$ cat src/hw/rtl/mowm_pkg.sv
// Shared constants and controller/datapath handshake types for min_of_window_maxima.
package mowm_pkg;

	localparam int MAX_WINDOW = 64;
	localparam int VALUE_BITS = 32;
	localparam int LEN_BITS   = 7;
	localparam int PTR_BITS   = (MAX_WINDOW > 1) ? $clog2(MAX_WINDOW) : 1;
	localparam int CNT_BITS   = $clog2(MAX_WINDOW + 1);

	typedef struct packed {
		logic accept;  // take the input transaction
		logic rd;      // issue one window read
		logic finish;  // fold into running minimum, emit on last
	} mowm_cmd_t;

	typedef struct packed {
		logic cnt_zero;  // no window reads left
		logic last;      // current item closes the stream
		logic out_free;  // output register can be loaded
	} mowm_sts_t;

endpackage

$ cat src/hw/rtl/mowm_ctrl.sv
// Sequencer for min_of_window_maxima: accept, scan window, finish.
module mowm_ctrl
	import mowm_pkg::*;
(
	input  logic      clk,
	input  logic      arst_n,
	input  logic      in_valid,
	output logic      in_ready,
	input  mowm_sts_t sts,
	output mowm_cmd_t cmd
);

	typedef enum logic [1:0] {
		S_IDLE,
		S_SCAN,
		S_FINISH
	} state_t;

	state_t state_q;

	always_comb begin
		in_ready   = (state_q == S_IDLE);
		cmd.accept = in_ready && in_valid;
		cmd.rd     = (state_q == S_SCAN) && !sts.cnt_zero;
		cmd.finish = (state_q == S_FINISH) && (!sts.last || sts.out_free);
	end

	always_ff @(posedge clk or negedge arst_n) begin
		if (!arst_n) begin
			state_q <= S_IDLE;
		end else begin
			case (state_q)
				S_IDLE: begin
					if (in_valid) state_q <= S_SCAN;
				end
				S_SCAN: begin
					if (sts.cnt_zero) state_q <= S_FINISH;
				end
				S_FINISH: begin
					if (!sts.last || sts.out_free) state_q <= S_IDLE;
				end
				default: begin
					state_q <= S_IDLE;
				end
			endcase
		end
	end

endmodule

$ cat src/hw/rtl/mowm_dp.sv
// Datapath for min_of_window_maxima: window ring memory, max scan, running minimum.
module mowm_dp
	import mowm_pkg::*;
(
	input  logic                  clk,
	input  logic                  arst_n,
	input  logic                  cfg_wr_en,
	input  logic [LEN_BITS-1:0]   cfg_wr_data,
	input  logic [VALUE_BITS-1:0] sample_value,
	input  logic                  last_item,
	output logic                  out_valid,
	input  logic                  out_ready,
	output logic [VALUE_BITS-1:0] min_of_maxima,
	output logic                  short_stream,
	input  mowm_cmd_t             cmd,
	output mowm_sts_t             sts
);

	logic [VALUE_BITS-1:0] mem [MAX_WINDOW];

	logic [LEN_BITS-1:0]   len_q;
	logic [PTR_BITS-1:0]   wr_pos_q;
	logic [PTR_BITS-1:0]   rd_addr_q;
	logic [CNT_BITS-1:0]   items_q;
	logic [CNT_BITS-1:0]   cnt_q;
	logic                  last_q;
	logic                  full_q;
	logic                  rd_vld_q;
	logic [VALUE_BITS-1:0] rd_data_q;
	logic [VALUE_BITS-1:0] run_max_q;
	logic [VALUE_BITS-1:0] best_q;
	logic                  out_valid_q;
	logic [VALUE_BITS-1:0] out_value_q;
	logic                  out_short_q;

	logic [CNT_BITS-1:0]   len_eff;
	logic [CNT_BITS-1:0]   items_nxt;
	logic                  full_nxt;
	logic [CNT_BITS-1:0]   count_nxt;
	logic [VALUE_BITS-1:0] best_new;

	always_comb begin
		if (len_q == '0)
			len_eff = CNT_BITS'(1);
		else if (int'(len_q) > MAX_WINDOW)
			len_eff = CNT_BITS'(MAX_WINDOW);
		else
			len_eff = CNT_BITS'(len_q);

		if (int'(items_q) < MAX_WINDOW)
			items_nxt = items_q + CNT_BITS'(1);
		else
			items_nxt = items_q;

		full_nxt = (items_nxt >= len_eff);
		if (full_nxt)
			count_nxt = len_eff;
		else if (last_item)
			count_nxt = items_nxt;
		else
			count_nxt = '0;

		best_new = (full_q && (run_max_q < best_q)) ? run_max_q : best_q;
	end

	always_comb begin
		sts.cnt_zero = (cnt_q == '0);
		sts.last     = last_q;
		sts.out_free = !out_valid_q || out_ready;
	end

	assign out_valid     = out_valid_q;
	assign min_of_maxima = out_value_q;
	assign short_stream  = out_short_q;

	// window memory: one write port, one registered read port
	always_ff @(posedge clk) begin
		if (cmd.accept) mem[wr_pos_q] <= sample_value;
		if (cmd.rd) rd_data_q <= mem[rd_addr_q];
	end

	always_ff @(posedge clk or negedge arst_n) begin
		if (!arst_n) begin
			len_q       <= LEN_BITS'(1);
			wr_pos_q    <= '0;
			rd_addr_q   <= '0;
			items_q     <= '0;
			cnt_q       <= '0;
			last_q      <= 1'b0;
			full_q      <= 1'b0;
			rd_vld_q    <= 1'b0;
			run_max_q   <= '0;
			best_q      <= '1;
			out_valid_q <= 1'b0;
			out_value_q <= '0;
			out_short_q <= 1'b0;
		end else begin
			if (cfg_wr_en) len_q <= cfg_wr_data;

			rd_vld_q <= cmd.rd;

			if (cmd.accept) begin
				wr_pos_q  <= (int'(wr_pos_q) == MAX_WINDOW - 1) ? '0
				             : wr_pos_q + PTR_BITS'(1);
				rd_addr_q <= wr_pos_q;
				items_q   <= items_nxt;
				cnt_q     <= count_nxt;
				last_q    <= last_item;
				full_q    <= full_nxt;
				run_max_q <= '0;
			end else if (rd_vld_q && (rd_data_q > run_max_q)) begin
				run_max_q <= rd_data_q;
			end

			// walk backward from the newest entry
			if (cmd.rd) begin
				rd_addr_q <= (rd_addr_q == '0) ? PTR_BITS'(MAX_WINDOW - 1)
				             : rd_addr_q - PTR_BITS'(1);
				cnt_q     <= cnt_q - CNT_BITS'(1);
			end

			if (cmd.finish) begin
				if (last_q) begin
					out_value_q <= full_q ? best_new : run_max_q;
					out_short_q <= !full_q;
					best_q      <= '1;
					items_q     <= '0;
					wr_pos_q    <= '0;
				end else begin
					best_q <= best_new;
				end
			end

			if (cmd.finish && last_q)
				out_valid_q <= 1'b1;
			else if (out_ready)
				out_valid_q <= 1'b0;
		end
	end

endmodule

$ cat src/hw/rtl/min_of_window_maxima.sv
// Top level of min_of_window_maxima: sliding-window maximum with running minimum.
//
//  channel   | handshake                | payload
//  ----------+--------------------------+-------------------------------------
//  in        | in_valid / in_ready      | sample_value[31:0], last_item
//  out       | out_valid / out_ready    | min_of_maxima[31:0], short_stream
//  cfg       | cfg_wr_en (no wait)      | cfg_wr_data[6:0] -> window_length
//
// After acceptance, in_ready stays low through the scan and finish states.
// The scan reads N window entries, where N is the effective window length
// once a full window is present, the items seen so far on a short last item,
// otherwise zero. The scan pace is set by the single read port of the
// 64-entry window memory, one entry per cycle.
// A last item also waits in its final cycle while the previous result is
// still held and out_ready is low; the result register otherwise lets the
// next transaction in while a result waits.
// Reset: window_length = 1, stream state cleared, no result pending. The
// window memory is not cleared; only entries written in the current stream
// are read.
module min_of_window_maxima
	import mowm_pkg::*;
(
	input  logic                  clk,
	input  logic                  arst_n,
	input  logic                  cfg_wr_en,
	input  logic [LEN_BITS-1:0]   cfg_wr_data,
	input  logic                  in_valid,
	output logic                  in_ready,
	input  logic [VALUE_BITS-1:0] sample_value,
	input  logic                  last_item,
	output logic                  out_valid,
	input  logic                  out_ready,
	output logic [VALUE_BITS-1:0] min_of_maxima,
	output logic                  short_stream
);

	mowm_cmd_t cmd;  // controller -> datapath
	mowm_sts_t sts;  // datapath -> controller

	// sequencer: accept, scan (one memory read per cycle), finish
	mowm_ctrl u_ctrl (
		.clk      (clk),
		.arst_n   (arst_n),
		.in_valid (in_valid),
		.in_ready (in_ready),
		.sts      (sts),
		.cmd      (cmd)
	);

	// window ring, max accumulator, running minimum, result register
	mowm_dp u_dp (
		.clk           (clk),
		.arst_n        (arst_n),
		.cfg_wr_en     (cfg_wr_en),
		.cfg_wr_data   (cfg_wr_data),
		.sample_value  (sample_value),
		.last_item     (last_item),
		.out_valid     (out_valid),
		.out_ready     (out_ready),
		.min_of_maxima (min_of_maxima),
		.short_stream  (short_stream),
		.cmd           (cmd),
		.sts           (sts)
	);

endmodule

$ cat config.mk
export PLATFORM = sky130hd
export DESIGN_NAME = min_of_window_maxima
export DESIGN_NICKNAME = d
export VERILOG_FILES = /design/src/hw/rtl/mowm_pkg.sv /design/src/hw/rtl/mowm_ctrl.sv /design/src/hw/rtl/mowm_dp.sv /design/src/hw/rtl/min_of_window_maxima.sv
export SDC_FILE = /design/constraint.sdc
export NUM_CORES = 2
export LEC_CHECK = 0
export ABC_AREA = 1
export BUFFER_PORTS_ARGS = -buffer_cell sky130_fd_sc_hd__buf_2
export CAP_MARGIN = 30
export CORE_ASPECT_RATIO = 0.8
export CORE_UTILIZATION = 35
export DETAILED_ROUTE_END_ITERATION = 6
export MAX_ROUTING_LAYER = met4
export PLACE_DENSITY = 0.48
export SYNTH_ARGS = -nofsm -noshare
export SYNTH_HDL_FRONTEND = slang
export SYNTH_SLANG_ARGS = --single-unit
$ cat constraint.sdc
create_clock -name clk -period 5 [get_ports clk]
set_input_delay 0.25 -clock clk [delete_from_list [all_inputs] [get_ports clk]]
set_output_delay 0.25 -clock clk [all_outputs]
set_load 0.02 [all_outputs]
# Yosys cells after proc, flatten, opt, wreduce, memory -nomap -nowiden
# Memory sizes are Yosys's and may differ from the RTL's. A register that Yosys moved wholly into a read port is not among the register bits.
# Cells that the tools add are included.
word_totals:
  memories: 1
  inputBits: 45
  ff_bits: 136
  ramBits: 2048
  wordCells: 81
classes:
  n_addsub: 4
  order_cmp: 5
  eq_ne: 6
  n_mux: 30
  reduce_logical: 21
memory_table:
  columns: ["memory", "depth", "word_bits", "read_ports", "rd_ports_with_merged_regs", "wr", "line_no", "rtl"]
  rows:
  - ["u_dp.mem", 64, 32, 1, 1, 1, "mowm_dp.sv:19", "logic [VALUE_BITS-1:0] mem [MAX_WINDOW];"]
ops:
  columns: ["operator", "n"]
  rows:
  - ["32-bit 2-to-1 mux", 5]
  - ["7-bit 2-to-1 mux", 10]
  - ["6-bit 2-to-1 mux", 7]
  - ["32-bit > comparator", 1]
  - ["32-bit less-than comparator", 1]
  - ["7-bit logical NOT", 2]
  - ["7-bit by 1-bit adder with 7-bit output, second input constant", 1]
  - ["7-bit >= comparator", 1]
  - ["7-bit > comparator, second input constant", 1]
  - ["7-bit less-than comparator, second input constant", 1]
  - ["7-bit by 1-bit subtractor with 7-bit output, second input constant", 1]
  - ["6-bit by 1-bit adder with 6-bit output, second input constant", 1]
  - ["6-bit by 1-bit equality test with 1-bit output, second input constant", 1]
  - ["1-bit logical AND", 6]
  - ["6-bit logical NOT", 1]
  - ["2-bit 2-to-1 mux", 3]
  - ["2-bit one-hot mux with 3 select lines", 1]
  - ["2-bit nonzero test", 3]
  - ["6-bit by 1-bit subtractor with 6-bit output, second input constant", 1]
  - ["1-bit logical NOT", 4]
  - ["1-bit 2-to-1 mux", 4]
  - ["2-bit != test, second input constant", 2]
  - ["3-bit AND reduction", 1]
  - ["2-bit by 1-bit equality test with 1-bit output, second input constant", 1]
  - ["5 further kinds", 6]

# Logic depth before layout (Yosys ltp)
depth:
  ltp_word: 7
  ltp_mapped: 17
  depth_no_buf: 16

# Hierarchy
# A second synthesis with hierarchy kept.
hier_totals:
  cells_unflattened: 7034
  area_unflattened_um2: 90267.8
modules_own_cells:
  columns: ["module", "area_per_inst_um2", "n_inst", "cells_per_inst"]
  rows:
  - ["mowm_dp", 90144.0, 1, 7017]
  - ["mowm_ctrl", 123.9, 1, 17]

# Least setup slack after synthesis
# No wires, ideal clock.
synth_timing:
  path_type: "register to register"
  start: "reg u_ctrl.state_q[0]"
  end: "mem u_dp.mem[47][0], enable pin"
  stages_incl_launch_ff: 10
  n_path_buf: 0
  slack_ps: 882
  setup_ps: 461
  arrival_time_ps: 3657
  cell_sequence: "dfrtp_1 -> nor2_1 -> nand2_1 -> inv_1 -> nand2_1 -> nor2_1 -> inv_2 -> nor2_1 -> inv_2 -> nor3_1"
synth_between:
  elab_chain_len: 4
synth_lines:
  columns: ["item", "line_no", "rtl"]
  rows:
  - ["start, declared", "mowm_ctrl.sv:19", "state_t state_q;"]
  - ["start signal, assigned", "mowm_ctrl.sv:30", "state_q <= S_IDLE;"]
  - ["start signal, assigned", "mowm_ctrl.sv:34", "if (in_valid) state_q <= S_SCAN;"]
  - ["start signal, assigned", "mowm_ctrl.sv:37", "if (sts.cnt_zero) state_q <= S_FINISH;"]
  - ["2-bit logical NOT", "mowm_ctrl.sv:22", "in_ready = (state_q == S_IDLE);"]
  - ["net in_ready", "min_of_window_maxima.sv:28", "output logic in_ready,"]
  - ["1-bit logical AND", "mowm_ctrl.sv:23", "cmd.accept = in_ready && in_valid;"]
  - ["1-bit 2-to-1 mux", "mowm_dp.sv:78", "if (cmd.accept) mem[wr_pos_q] <= sample_value;"]
  - ["1-bit 2-to-1 mux (not written as such)", "mowm_dp.sv:78", null]
  - ["end, declared", "mowm_dp.sv:19", null]
# The timed path passes the listed nets, and every way through them passes these cells.

==> metrics <==
fin crit period=3.728 ns; DR pass1 iterations=6; CP Launch Type=flop; Synth warnings=0; Peak VDD IR=0.4524 mV; Placed Cells=10,522; Die Area=259,300 um^2; vias in the first global route=57,264; first-pass GRT wire length=417,200 um; clock slew seen by the registers of the worst setup and hold paths=0.06 ns; CTS root buf=clkbuf_16; Crit Path Max Fanout=99; relative slew slack=31.46%; fmax=268.3 MHz; H-tree depth=4; Final setup violation count=0; Power Density=577.9 nW/um^2; Synth Register Bits=2,216; I/O pin cnt=80; die height=455.6 um; Critical Path RT=5.70 ns; Gate Count Post-Synth=7,270; antenna violations before repair=13; Buffers on Ports=79; RSZ-0062 raised after global routing=no; fin crit share=74.55%; Mapped Nets=7,391; post-CTS sizing=0; Vias=59,946; clk_lat worst skew=0.92 ns; post-synthesis sequential area ratio=73.21%; final-layout fill cell count=24,111; vias per cell=5.470; number of nets still failing antenna checks after routing=0; hold_buf cts=24; final count of hold timing violations=0; setup_tns=0 ns; drt wl/cell=26.44 um; gr ovfl total=0; Area Growth Syn to Fin=13.60%; Rows=166; cts bufs inserted=227; Slew @ Worst Pin=1.028 ns; final wirelength=289,700 um; Initial Util=35.21%; # Max-Cap Violations=0; initial DRC count=6,442; Setup CP Type=flop to flop; Sink Count=2,216; Fin Clk Skew=0.09026 ns; Max Slew Vio Count=0; Post-DP HPWL=158,100 um; GPL Wtd Cong=0.8161; Die W=569.0 um; status=complete, no violations; setup bufs post-CTS=0; CP arrival=4.43 ns; TritonCTS clock tree=done; synthesized area=90,020 um^2; fin cells=10,959; Synth Area per Inst=12.38 um^2; largest net degree at the start of global routing=165; Core Area=255,700 um^2; cell leakage power=34.31 nW; share of cells above drive strength 1=9.759%; Hold Crit Class=input port to flop; DRC viols=0; Synth cell types=42; clk buf depth=4; nets@finish=7,452; Crit. End Element=flop; GRT Total Usage=22.57%
cells in the final DEF, fill, tap and decap left out, types with 34 or more instances in the layout:
cell	Yosys	final
clkinv_2	0	47
nand2_1	802	800
nand3_1	426	426
a21oi_1	53	53
buf_4	39	192
clkbuf_1	235	49
edfxtp_1	2080	2080
o22ai_1	511	511
o21ai_0	1007	1007
clkbuf_16	0	229
buf_12	0	36
buf_2	138	76
a22oi_1	34	34
nor2_4	0	62
ha_1	76	76
clkinv_1	2	60
o21ai_1	175	175
dfrtp_1	103	98
nor2_1	1173	1108
inv_1	164	162
cells by family (layout without fill, tap and decap cells):
| kind of cell | after synthesis | count (layout) | share of synthesized area [%] |
|---|---|---|---|
| other | 0 | 4 | 0 |
| xor gates and xnor gates | 9 | 9 | 0.08757 |
| buffers and inverters | 669 | 910 | 3.394 |
| AOI/OAI and AO/OA | 1847 | 1847 | 11.27 |
| and+or+nand+nor | 2449 | 2449 | 10.93 |
| adders and majority gates | 76 | 76 | 1.056 |
| DFF | 2216 | 2216 | 73.21 |
| muxes | 4 | 4 | 0.05003 |
synth_stat cells (all sizes together):
library cell | instances | area [um^2]
a211oi | 4 | 30.03
dfstp | 33 | 867.1
edfxtp | 2080 | 62460
nor2 | 1173 | 4403
o22ai | 511 | 3197
nand2 | 802 | 3010
nand3 | 426 | 2132
o21bai | 15 | 112.6
nor3b | 1 | 7.510
nor4 | 2 | 18.77
clkinv | 2 | 7.510
nor3 | 9 | 45.04
a21boi | 1 | 7.510
a31oi | 2 | 12.51
o311ai | 1 | 8.760
a21oi | 54 | 274.0
xor2 | 8 | 70.07
a22oi | 34 | 255.2
xnor2 | 1 | 8.760
and3 | 1 | 6.260
o21a | 3 | 22.52
ha | 76 | 950.9
o21ai | 1182 | 5916
buf | 252 | 1475
clkbuf | 247 | 942.2
inv | 168 | 630.6
or2 | 2 | 12.51
o211ai | 32 | 240.2
o221ai | 8 | 70.07
nand4 | 24 | 150.1
and2 | 9 | 56.30
dfrtp | 103 | 2577
mux2 | 4 | 45.04
critical path: stages (launching register included):
cell and delay, ns:
dfrtp_4 0.65, inv_8 0.57, buf_12 0.36, buf_12 0.29, buf_4 0.28, o21ai_0 0.11
o22ai_1 0.20, nor2_1 0.07, o211ai_1 0.48, nand3_1 0.21, nand2_1 0.25
cell type report:
cell class              count  area (um^2)  area share, %
clock inverters           131         1017         0.9947
diodes                      4        10.01       0.009788
flip-flops and latches   2216        65920          64.46
well taps                3444         4309          4.214
multi-input cells        4385        21560          21.08
clock buffers             278         5914          5.783
inverters                 170        666.9         0.6521
repair buffers            331         2867          2.803
worst paths after layout:
kind                                   startpoint                      to  slack (ns)  cells after the start
max                             u_dp.rd_addr_q[1]      u_dp.rd_data_q[12]        1.27                     10
min                              sample_value[22]        u_dp.mem[19][22]        0.02                      1
max reg2reg                     u_dp.rd_addr_q[1]      u_dp.rd_data_q[12]        1.27                     10
min reg2reg                u_dp.min_of_maxima[15]  u_dp.min_of_maxima[15]        0.51                      2
max in group asynchronous                  arst_n       u_dp.rd_addr_q[3]        3.87                      4
min in group asynchronous                  arst_n         u_dp.best_q[12]        0.52                      3
state kept, by name (all words and copies together) (netlist names):
| name | cells |
|---|---|
| u_dp.mem | 2048 |
| u_dp.best_q | 32 |
| u_dp.min_of_maxima | 32 |
| u_dp.rd_data_q | 32 |
| u_dp.run_max_q | 32 |
| u_dp.cnt_q | 7 |
| u_dp.items_q | 7 |
| u_dp.len_q | 7 |
| u_dp.rd_addr_q | 6 |
| u_dp.wr_pos_q | 6 |
| u_ctrl.state_q | 2 |
| u_dp.full_q | 1 |
| u_dp.last_q | 1 |
| u_dp.out_valid | 1 |
| u_dp.rd_vld_q | 1 |
| u_dp.short_stream | 1 |
power by group:
group          internal, mW  switching (mW)  total, mW
Clock                  9.04            7.28       16.3
Combinational          5.71            14.7       20.4
Sequential             21.4            1.04       22.4
Total                  36.1            23.0       59.1
per-layer routing:
layer / part of all wire (%) / GRT usage (%) / wire length [um] / vias to the layer above
met4: 1.9 / 4.499 / 5579 / 0
met3: 7.6 / 3.165 / 22140 / 317
met1: 47 / 33.57 / 136200 / 30592
met5: 0 / - / 0 / -
met2: 43 / 32.86 / 125800 / 2307
li1: - / - / - / 26730
stage by stage:
step / util [%] / instance area, um^2 / hold slack [ns] / setup slack, ns / total power, mW
global route: 40.00 / 102300 / 0.03525 / 1.154 / 62.17
global placement: 37.15 / 94990 / 0.4617 / 1.287 / 42.92
CTS: 39.99 / 102300 / 0.004052 / 1.322 / 59.29
floorplan: - / 90020 / -0.04559 / 0.8815 / 35.22
detailed placement: 37.19 / 95070 / 0.1843 / 1.300 / 43.00
finish: 40.00 / 102300 / 0.02362 / 1.272 / 59.10
(Power assumes the default switching activity.)
